### config.mk
export PLATFORM = sky130hd
export DESIGN_NAME = preemptive_priority_scheduler_top
export DESIGN_NICKNAME = d
export VERILOG_FILES = /design/src/hdl/pps_pkg.sv /design/src/hdl/pps_pick.sv /design/src/hdl/preemptive_priority_scheduler_top.sv
export SDC_FILE = /design/constraint.sdc
export NUM_CORES = 2
export LEC_CHECK = 0
export ABC_AREA = 1
export ABC_CLOCK_PERIOD_IN_PS = 34000
export BUFFER_PORTS_ARGS = -buffer_cell sky130_fd_sc_hd__buf_4
export CAP_MARGIN = 5
export CORE_ASPECT_RATIO = 2
export CORE_MARGIN = 2
export CORE_UTILIZATION = 68
export DETAILED_ROUTE_END_ITERATION = 6
export GPL_TIMING_DRIVEN = 0
export PLACE_DENSITY_LB_ADDON = 0.15
export SLEW_MARGIN = 20
export SYNTH_ARGS = -nofsm -noshare
export SYNTH_HDL_FRONTEND = slang
export SYNTH_HIERARCHICAL = 1
export SYNTH_SLANG_ARGS = --single-unit
export TNS_END_PERCENT = 1
### constraint.sdc
create_clock -name i_clk -period 34 [get_ports i_clk]
set_input_delay 6.8 -clock i_clk [delete_from_list [all_inputs] [get_ports i_clk]]
set_output_delay 6.8 -clock i_clk [all_outputs]
set_load 0.01 [all_outputs]
### src/hdl/pps_pkg.sv
package pps_pkg;

    localparam int CLOCK_W = 20;
    localparam int WORK_W  = 24;

    localparam logic [CLOCK_W-1:0] CLOCK_MAX = '1;

    // Operation codes carried in the func field of an input item.
    localparam logic FUNC_LOAD = 1'b0;
    localparam logic FUNC_TICK = 1'b1;

    // Status codes of a result item.
    localparam logic [1:0] ST_OK   = 2'd0;
    localparam logic [1:0] ST_FULL = 2'd1;
    localparam logic [1:0] ST_ZERO = 2'd2;

    typedef struct packed {
        logic        func;
        logic [7:0]  proc_id;
        logic [7:0]  prio_level;
        logic [15:0] arrive_at;
        logic [15:0] burst_len;
    } t_cmd;

    typedef struct packed {
        logic [1:0]         status;
        logic               ran;
        logic [7:0]         run_id;
        logic [CLOCK_W-1:0] time_now;
        logic               finished;
        logic [CLOCK_W-1:0] turnaround;
        logic [CLOCK_W-1:0] waiting;
        logic [CLOCK_W-1:0] response;
        logic               all_done;
    } t_res;

    // One entry of the process table.
    typedef struct packed {
        logic [7:0]         id;
        logic [7:0]         prio;
        logic [15:0]        arrival;
        logic [15:0]        burst;
        logic [15:0]        remaining;
        logic [CLOCK_W-1:0] start;
        logic               started;
        logic               done;
    } t_slot;

endpackage

### src/hdl/pps_pick.sv
module pps_pick #(
    parameter int AW = 4
) (
    input  logic                         i_clk,
    input  logic                         i_rst_n,
    input  logic                         i_clear,
    input  logic                         i_cand_valid,
    input  pps_pkg::t_slot               i_cand,
    input  logic [AW-1:0]                i_cand_idx,
    input  logic [pps_pkg::CLOCK_W-1:0]  i_clock,
    output logic                         o_found,
    output logic [AW-1:0]                o_best_idx
);

    logic          r_found;
    logic [AW-1:0] r_idx;
    logic [7:0]    r_prio;
    logic [7:0]    r_id;
    logic          w_ready;
    logic          w_better;
    logic          w_take;

    // A candidate is eligible when it is unfinished and has arrived.
    assign w_ready  = !i_cand.done &&
                      ({{(pps_pkg::CLOCK_W-16){1'b0}}, i_cand.arrival} <= i_clock);
    // Strictly better only, so equal keys keep the earlier slot.
    assign w_better = (i_cand.prio < r_prio) ||
                      ((i_cand.prio == r_prio) && (i_cand.id < r_id));
    assign w_take   = i_cand_valid && w_ready && (!r_found || w_better);

    always_ff @(posedge i_clk) begin
        if (!i_rst_n) begin
            r_found <= 1'b0;
        end else if (i_clear) begin
            r_found <= 1'b0;
        end else if (w_take) begin
            r_found <= 1'b1;
        end
    end

    always_ff @(posedge i_clk) begin
        if (w_take) begin
            r_idx  <= i_cand_idx;
            r_prio <= i_cand.prio;
            r_id   <= i_cand.id;
        end
    end

    assign o_found    = r_found;
    assign o_best_idx = r_idx;

endmodule

### src/hdl/preemptive_priority_scheduler_top.sv
// Preemptive priority scheduler.
// An item is given on i_cmd and taken at a rising edge where start is high
// and busy is low. A load item (func = load) appends a process to the table
// unless it is full or the burst is zero; a tick item (func = tick) advances
// time by one unit and runs the ready, unfinished process with the smallest
// priority number (ties go to the smaller id, then to the earlier slot).
// Every item yields exactly one result on o_res, shown for a single cycle
// with o_valid high. The receiver cannot hold results off, so it must take
// each result in the cycle o_valid is high.
// A load item or a tick on an empty table returns its result in the cycle
// after acceptance. Any other tick scans the table one slot per cycle
// through the shared comparator and a single table read port; the result
// follows the scan when no process is ready, follows an update step that
// rewrites the winning slot when one runs, and follows a further finish
// step when the process completes and the waiting time still has to be
// worked out. The next item may be given in the cycle the result is shown.
// A synchronous active-low reset empties the table, zeroes the clock and
// the outstanding work count, and leaves the block ready at once; the table
// contents themselves are not cleared since only filled slots are read.
module preemptive_priority_scheduler_top #(
    parameter int MAX_PROCS = 16
) (
    input  logic          i_clk,
    input  logic          i_rst_n,
    input  logic          start,
    input  pps_pkg::t_cmd i_cmd,
    output logic          busy,
    output logic          o_valid,
    output pps_pkg::t_res o_res
);

    localparam int AW = (MAX_PROCS > 1) ? $clog2(MAX_PROCS) : 1;
    localparam int CW = $clog2(MAX_PROCS + 1);
    localparam int CKW = pps_pkg::CLOCK_W;
    localparam int WKW = pps_pkg::WORK_W;
    localparam logic [CW-1:0] COUNT_MAX = CW'(MAX_PROCS);

    // Sequencer states.
    localparam logic [2:0] S_IDLE   = 3'd0;
    localparam logic [2:0] S_SCAN   = 3'd1;
    localparam logic [2:0] S_UPDATE = 3'd2;
    localparam logic [2:0] S_FINISH = 3'd3;

    // Process table: one write port and one registered read port.
    pps_pkg::t_slot r_mem [MAX_PROCS];
    pps_pkg::t_slot r_rdata;

    logic [2:0]     r_state, n_state;
    logic [CW-1:0]  r_count, n_count;
    logic [CKW-1:0] r_clock, n_clock;
    logic [WKW-1:0] r_work,  n_work;
    logic [CW-1:0]  r_idx,   n_idx;
    logic           r_pend,  n_pend;
    logic [AW-1:0]  r_pend_idx, n_pend_idx;
    logic           r_valid, n_valid;
    pps_pkg::t_res  r_res,   n_res;

    // Operands held between the update and finish steps.
    logic [CKW-1:0] r_tat,   n_tat;
    logic [CKW-1:0] r_resp,  n_resp;
    logic [15:0]    r_burst, n_burst;
    logic [7:0]     r_id,    n_id;

    logic           w_accept;
    logic [AW-1:0]  w_rd_addr;
    logic           w_wr_en;
    logic [AW-1:0]  w_wr_addr;
    pps_pkg::t_slot w_wr_data;
    logic           w_clear;
    logic           w_found;
    logic [AW-1:0]  w_best_idx;
    logic [CKW-1:0] w_clock_inc;
    logic [WKW-1:0] w_work_dec;
    logic [CKW-1:0] w_start;
    logic [CKW-1:0] w_wait_diff;

    assign w_accept    = start && !busy;
    assign w_clock_inc = (r_clock == pps_pkg::CLOCK_MAX) ? r_clock : r_clock + 1'b1;
    assign w_work_dec  = (r_work != '0) ? r_work - 1'b1 : r_work;
    assign w_start     = r_rdata.started ? r_rdata.start : r_clock;
    assign w_wait_diff = r_tat - {{(CKW-16){1'b0}}, r_burst};

    always_ff @(posedge i_clk) begin
        if (w_wr_en) begin
            r_mem[w_wr_addr] <= w_wr_data;
        end
    end

    always_ff @(posedge i_clk) begin
        r_rdata <= r_mem[w_rd_addr];
    end

    pps_pick #(
        .AW (AW)
    ) u_pick (
        .i_clk        (i_clk),
        .i_rst_n      (i_rst_n),
        .i_clear      (w_clear),
        .i_cand_valid (r_pend),
        .i_cand       (r_rdata),
        .i_cand_idx   (r_pend_idx),
        .i_clock      (r_clock),
        .o_found      (w_found),
        .o_best_idx   (w_best_idx)
    );

    always_comb begin
        n_state    = r_state;
        n_count    = r_count;
        n_clock    = r_clock;
        n_work     = r_work;
        n_idx      = r_idx;
        n_pend     = 1'b0;
        n_pend_idx = r_pend_idx;
        n_valid    = 1'b0;
        n_res      = r_res;
        n_tat      = r_tat;
        n_resp     = r_resp;
        n_burst    = r_burst;
        n_id       = r_id;
        w_rd_addr  = r_idx[AW-1:0];
        w_wr_en    = 1'b0;
        w_wr_addr  = r_count[AW-1:0];
        w_wr_data  = r_rdata;
        w_clear    = 1'b0;

        unique case (r_state)
            S_IDLE: begin
                if (w_accept) begin
                    n_valid        = 1'b1;
                    n_res          = '0;
                    n_res.status   = pps_pkg::ST_OK;
                    n_res.time_now = r_clock;
                    if (i_cmd.func == pps_pkg::FUNC_LOAD) begin
                        if (r_count >= COUNT_MAX) begin
                            n_res.status = pps_pkg::ST_FULL;
                        end else if (i_cmd.burst_len == '0) begin
                            n_res.status = pps_pkg::ST_ZERO;
                        end else begin
                            w_wr_en             = 1'b1;
                            w_wr_data.id        = i_cmd.proc_id;
                            w_wr_data.prio      = i_cmd.prio_level;
                            w_wr_data.arrival   = i_cmd.arrive_at;
                            w_wr_data.burst     = i_cmd.burst_len;
                            w_wr_data.remaining = i_cmd.burst_len;
                            w_wr_data.start     = '0;
                            w_wr_data.started   = 1'b0;
                            w_wr_data.done      = 1'b0;
                            n_count             = r_count + 1'b1;
                            n_work = r_work + {{(WKW-16){1'b0}}, i_cmd.burst_len};
                        end
                        n_res.all_done = (n_work == '0);
                    end else if (r_count == '0) begin
                        // Nothing loaded: an idle tick needs no scan.
                        n_clock        = w_clock_inc;
                        n_res.time_now = w_clock_inc;
                        n_res.all_done = (r_work == '0);
                    end else begin
                        n_valid = 1'b0;
                        n_idx   = '0;
                        w_clear = 1'b1;
                        n_state = S_SCAN;
                    end
                end
            end

            S_SCAN: begin
                // Issue one table read per cycle; the comparator sees the
                // data of the previous read while the next one is in flight.
                if (r_idx < r_count) begin
                    n_pend     = 1'b1;
                    n_pend_idx = r_idx[AW-1:0];
                    n_idx      = r_idx + 1'b1;
                end else if (!r_pend) begin
                    if (w_found) begin
                        w_rd_addr = w_best_idx;
                        n_state   = S_UPDATE;
                    end else begin
                        n_clock        = w_clock_inc;
                        n_valid        = 1'b1;
                        n_res          = '0;
                        n_res.time_now = w_clock_inc;
                        n_res.all_done = (r_work == '0);
                        n_state        = S_IDLE;
                    end
                end
            end

            S_UPDATE: begin
                // Read-modify-write of the winning slot.
                w_wr_en             = 1'b1;
                w_wr_addr           = w_best_idx;
                w_wr_data           = r_rdata;
                w_wr_data.remaining = r_rdata.remaining - 1'b1;
                w_wr_data.started   = 1'b1;
                w_wr_data.start     = w_start;
                w_wr_data.done      = (r_rdata.remaining == 16'd1);
                n_clock             = w_clock_inc;
                n_work              = w_work_dec;
                n_tat   = w_clock_inc - {{(CKW-16){1'b0}}, r_rdata.arrival};
                n_resp  = w_start - {{(CKW-16){1'b0}}, r_rdata.arrival};
                n_burst = r_rdata.burst;
                n_id    = r_rdata.id;
                if (r_rdata.remaining == 16'd1) begin
                    n_state = S_FINISH;
                end else begin
                    n_valid        = 1'b1;
                    n_res          = '0;
                    n_res.ran      = 1'b1;
                    n_res.run_id   = r_rdata.id;
                    n_res.time_now = w_clock_inc;
                    n_res.all_done = (w_work_dec == '0);
                    n_state        = S_IDLE;
                end
            end

            S_FINISH: begin
                // A saturated clock can leave turnaround below the burst.
                n_valid          = 1'b1;
                n_res            = '0;
                n_res.ran        = 1'b1;
                n_res.run_id     = r_id;
                n_res.time_now   = r_clock;
                n_res.finished   = 1'b1;
                n_res.turnaround = r_tat;
                n_res.waiting    = (r_tat >= {{(CKW-16){1'b0}}, r_burst}) ?
                                   w_wait_diff : '0;
                n_res.response   = r_resp;
                n_res.all_done   = (r_work == '0);
                n_state          = S_IDLE;
            end

            default: begin
                n_state = S_IDLE;
            end
        endcase
    end

    always_ff @(posedge i_clk) begin
        if (!i_rst_n) begin
            r_state <= S_IDLE;
            r_count <= '0;
            r_clock <= '0;
            r_work  <= '0;
            r_idx   <= '0;
            r_pend  <= 1'b0;
            r_valid <= 1'b0;
        end else begin
            r_state <= n_state;
            r_count <= n_count;
            r_clock <= n_clock;
            r_work  <= n_work;
            r_idx   <= n_idx;
            r_pend  <= n_pend;
            r_valid <= n_valid;
        end
    end

    always_ff @(posedge i_clk) begin
        r_pend_idx <= n_pend_idx;
        r_res      <= n_res;
        r_tat      <= n_tat;
        r_resp     <= n_resp;
        r_burst    <= n_burst;
        r_id       <= n_id;
    end

    assign busy    = (r_state != S_IDLE);
    assign o_valid = r_valid;
    assign o_res   = r_res;

endmodule

==> results.md <==
- Status: finished, violations left
- Failing checks: design-rule violations
- Mapped cell area: 0.07424 mm²
- RSZ-0062 raised after global routing: no
- Starting Density: 68.44%
- FILL cells: 6,450
- Power Total: 0.007991 W
- FF+latch count, synth: 1,702
- # port buffers: 146
- Yosys warnings: 6
- Slew Limit Fails: 0
- Gr usage total: 49.90%
- HPWL Detailed: 195,900 µm
- Gr ovfl total: 0
- Share of layout cells above drive strength 1: 15.63%
- Max Clk Rate: 0.09874 GHz
- Clk_lat worst skew: 830 ps
- Cell internal pwr: 0.004730 W
- Tightest Hold Check Type: reg2reg
- Register area share after synthesis: 66.88%
- Max clock buf depth: 3
- First DRT Iteration DRCs: 9,065
- Initial antenna violation count: 30
- DR vias: 57,750
- Setup TNS: 0 ps
- WL/cell: 33.87 µm
- Row count: 171
- Switching Power: 0.003261 W
- Via density: 7.033
- Slew HR: 7.812%
- Die W: 237.7 µm
- IO Pins: 147
- Sequential power share: 40.4%
- Core ar.: 0.1085 mm²
- Number of global-route vias before repair: 56,980
- Fin crit share: 29.79%
- CTS clk-pin slew, worst paths: 70 ps
- Hold WS: 401.2 ps
- Clock Power Share: 21.0%
- Most common cell after layout, fill and taps aside: edfxtp_1
- Routed WL: 278,100 µm
- Final net count: 6,847
- Hold buffers post-CTS: 0
- GPL Wtd Cong: 1.021
- Final setup fails: 0
- Post-synthesis cell type count: 57
- Syn nets: 6,451
- H-tree depth: 4
- Syn Area/Cell: 11.81 µm²
- Number of max-cap violations: 0
- Final Hold Vio Count: 0
- Switching share of power: 40.80%
- DRC viols: 3
- Main synth FF type: edfxtp_1
- Worst Path Required: 34,490 ps
- First-pass GRT wire length: 388,700 µm
- Lkg Pwr: 30.08 nW
- Crit start category: input port
- Pwr Density: 95.13 mW/mm²
- Area Growth Syn to Fin: 13.14%
- Most frequent cells in the layout: edfxtp_1, nand2_1, nand3_1
- Max VDD drop: 0.08861 mV
- Clock sinks: 1,702
- CTS tree: built
- Die Height: 471.3 µm
- Largest net degree at the start of global routing: 53
- CP Max Fanout: 9
- Mapped Cells: 6,285
- Setup Crit Path Kind: in2reg
- Worst-Margin Slew: 1383 ps
- Post CTS Setup Buffer Count: 0
- Fin Clk Skew: 46.33 ps
- Die area: 0.1120 mm²
- Worst Setup End Kind: register
- Routed Antenna Nets: 0
- CTS resizes: 0
- First-pass detailed-route iteration total: 7
- Data arrival time of the critical path: 10,620 ps
- Gate power share: 38.7%
- Total CTS buffers: 139
- Ys async rst share: 0%
- Number of synthesized flops with an enable pin: 1,557
- Root Buffer: clkbuf_16
- Final min period: 10,130 ps
path summary, 6_finish.rpt:
kind / startpoint / end / slack (ps) / cells past startpoint
setup / recovery: start / o_res[43]$_DFFE_PP_ / 23870 / 14
hold / removal: r_pend_idx[1]$_DFFE_PP_ / u_pick/o_best_idx[1]$_DFFE_PP_ / 400 / 0
setup reg to reg: r_state[0]$_SDFFE_PN0P_ / o_res[43]$_DFFE_PP_ / 27750 / 17
hold reg to reg: r_pend_idx[1]$_DFFE_PP_ / u_pick/o_best_idx[1]$_DFFE_PP_ / 400 / 0
registers in the layout, indices dropped and copies added (netlist names), 2 cells and up:
name and count:
r_mem 1376, u_pick/o_best_idx 4, r_state 2, u_pick/r_prio 8, r_rdata 86, u_pick/r_id 8, r_resp 20, r_count 5
r_tat 20, r_idx 5, r_pend_idx 4, r_work 24, o_res 93, r_burst 16, r_clock 20, r_id 8
stage by stage:
step	setup slack, ps	instances	area [µm²]	utilization (%)
global route	23750	8192	83960	77.40
finish	23870	8211	84000	77.44
floorplan	17450	6285	74250	-
global placement	15020	7815	77070	71.05
detailed placement	23120	7922	79240	73.05
CTS	23940	8178	83850	77.30
area by class of cell:
type	instances	area (µm²)	area share (%)
clock buffer	178	3769	4.486
sequential	1702	49660	59.11
inverter	477	1790	2.131
antenna	31	77.57	0.09235
buffer	360	1575	1.875
multi-input combinational	3746	21540	25.64
clock inverter	78	847.1	1.008
tap	1384	1732	2.061
timing repair buffer	255	3018	3.593
cell usage after synthesis, types with 102 or more instances:
cell type / number / area (µm²)
a21oi_1: 150 / 750.7
buf_2: 102 / 510.5
clkbuf_1: 185 / 694.4
dfxtp_1: 145 / 2903
edfxtp_1: 1557 / 46750
ha_1: 110 / 1376
inv_1: 464 / 1742
nand2_1: 787 / 2954
nand3_1: 636 / 3183
nor2_1: 202 / 758.2
o211ai_1: 580 / 4354
o21ai_0: 410 / 2052
or2_0: 210 / 1314
or2_2: 369 / 2308
power groups by stage:
stage               clock (W)  sequential, W  combinational [W]
floorplan                   0        0.00322            0.00158
global placement            0        0.00331            0.00267
detailed placement          0        0.00325            0.00286
CTS                   0.00165        0.00321            0.00289
global route          0.00173        0.00323            0.00319
finish                0.00168        0.00323            0.00309
worst max-delay path, cell delays in order:
cell	delay (ps)
buf_4	100
o21ai_0	130
nor4_2	730
buf_2	360
buf_2	260
buf_2	240
buf_2	240
buf_2	240
buf_2	250
buf_2	240
buf_2	250
buf_2	250
buf_2	250
buf_2	270
cells by family after synthesis:
logic type	Yosys count	synth area share [%]
XOR/XNOR	73	0.8814
buffers and inverters	837	4.505
AO/OA/AOI/OAI	1263	10.79
flip-flops	1702	66.88
adder cells (fa/ha/maj)	114	1.962
AND/OR/NAND/NOR	2296	14.98
routing by layer:
metal | share of wire, % | global-route usage, %
met3 | 13 | 17.16
met2 | 47 | 80.62
met5 | 0.091 | 0.5709
met4 | 13 | 50.67
met1 | 27 | 48.31
No activity file was read; power rests on OpenSTA's default activity.
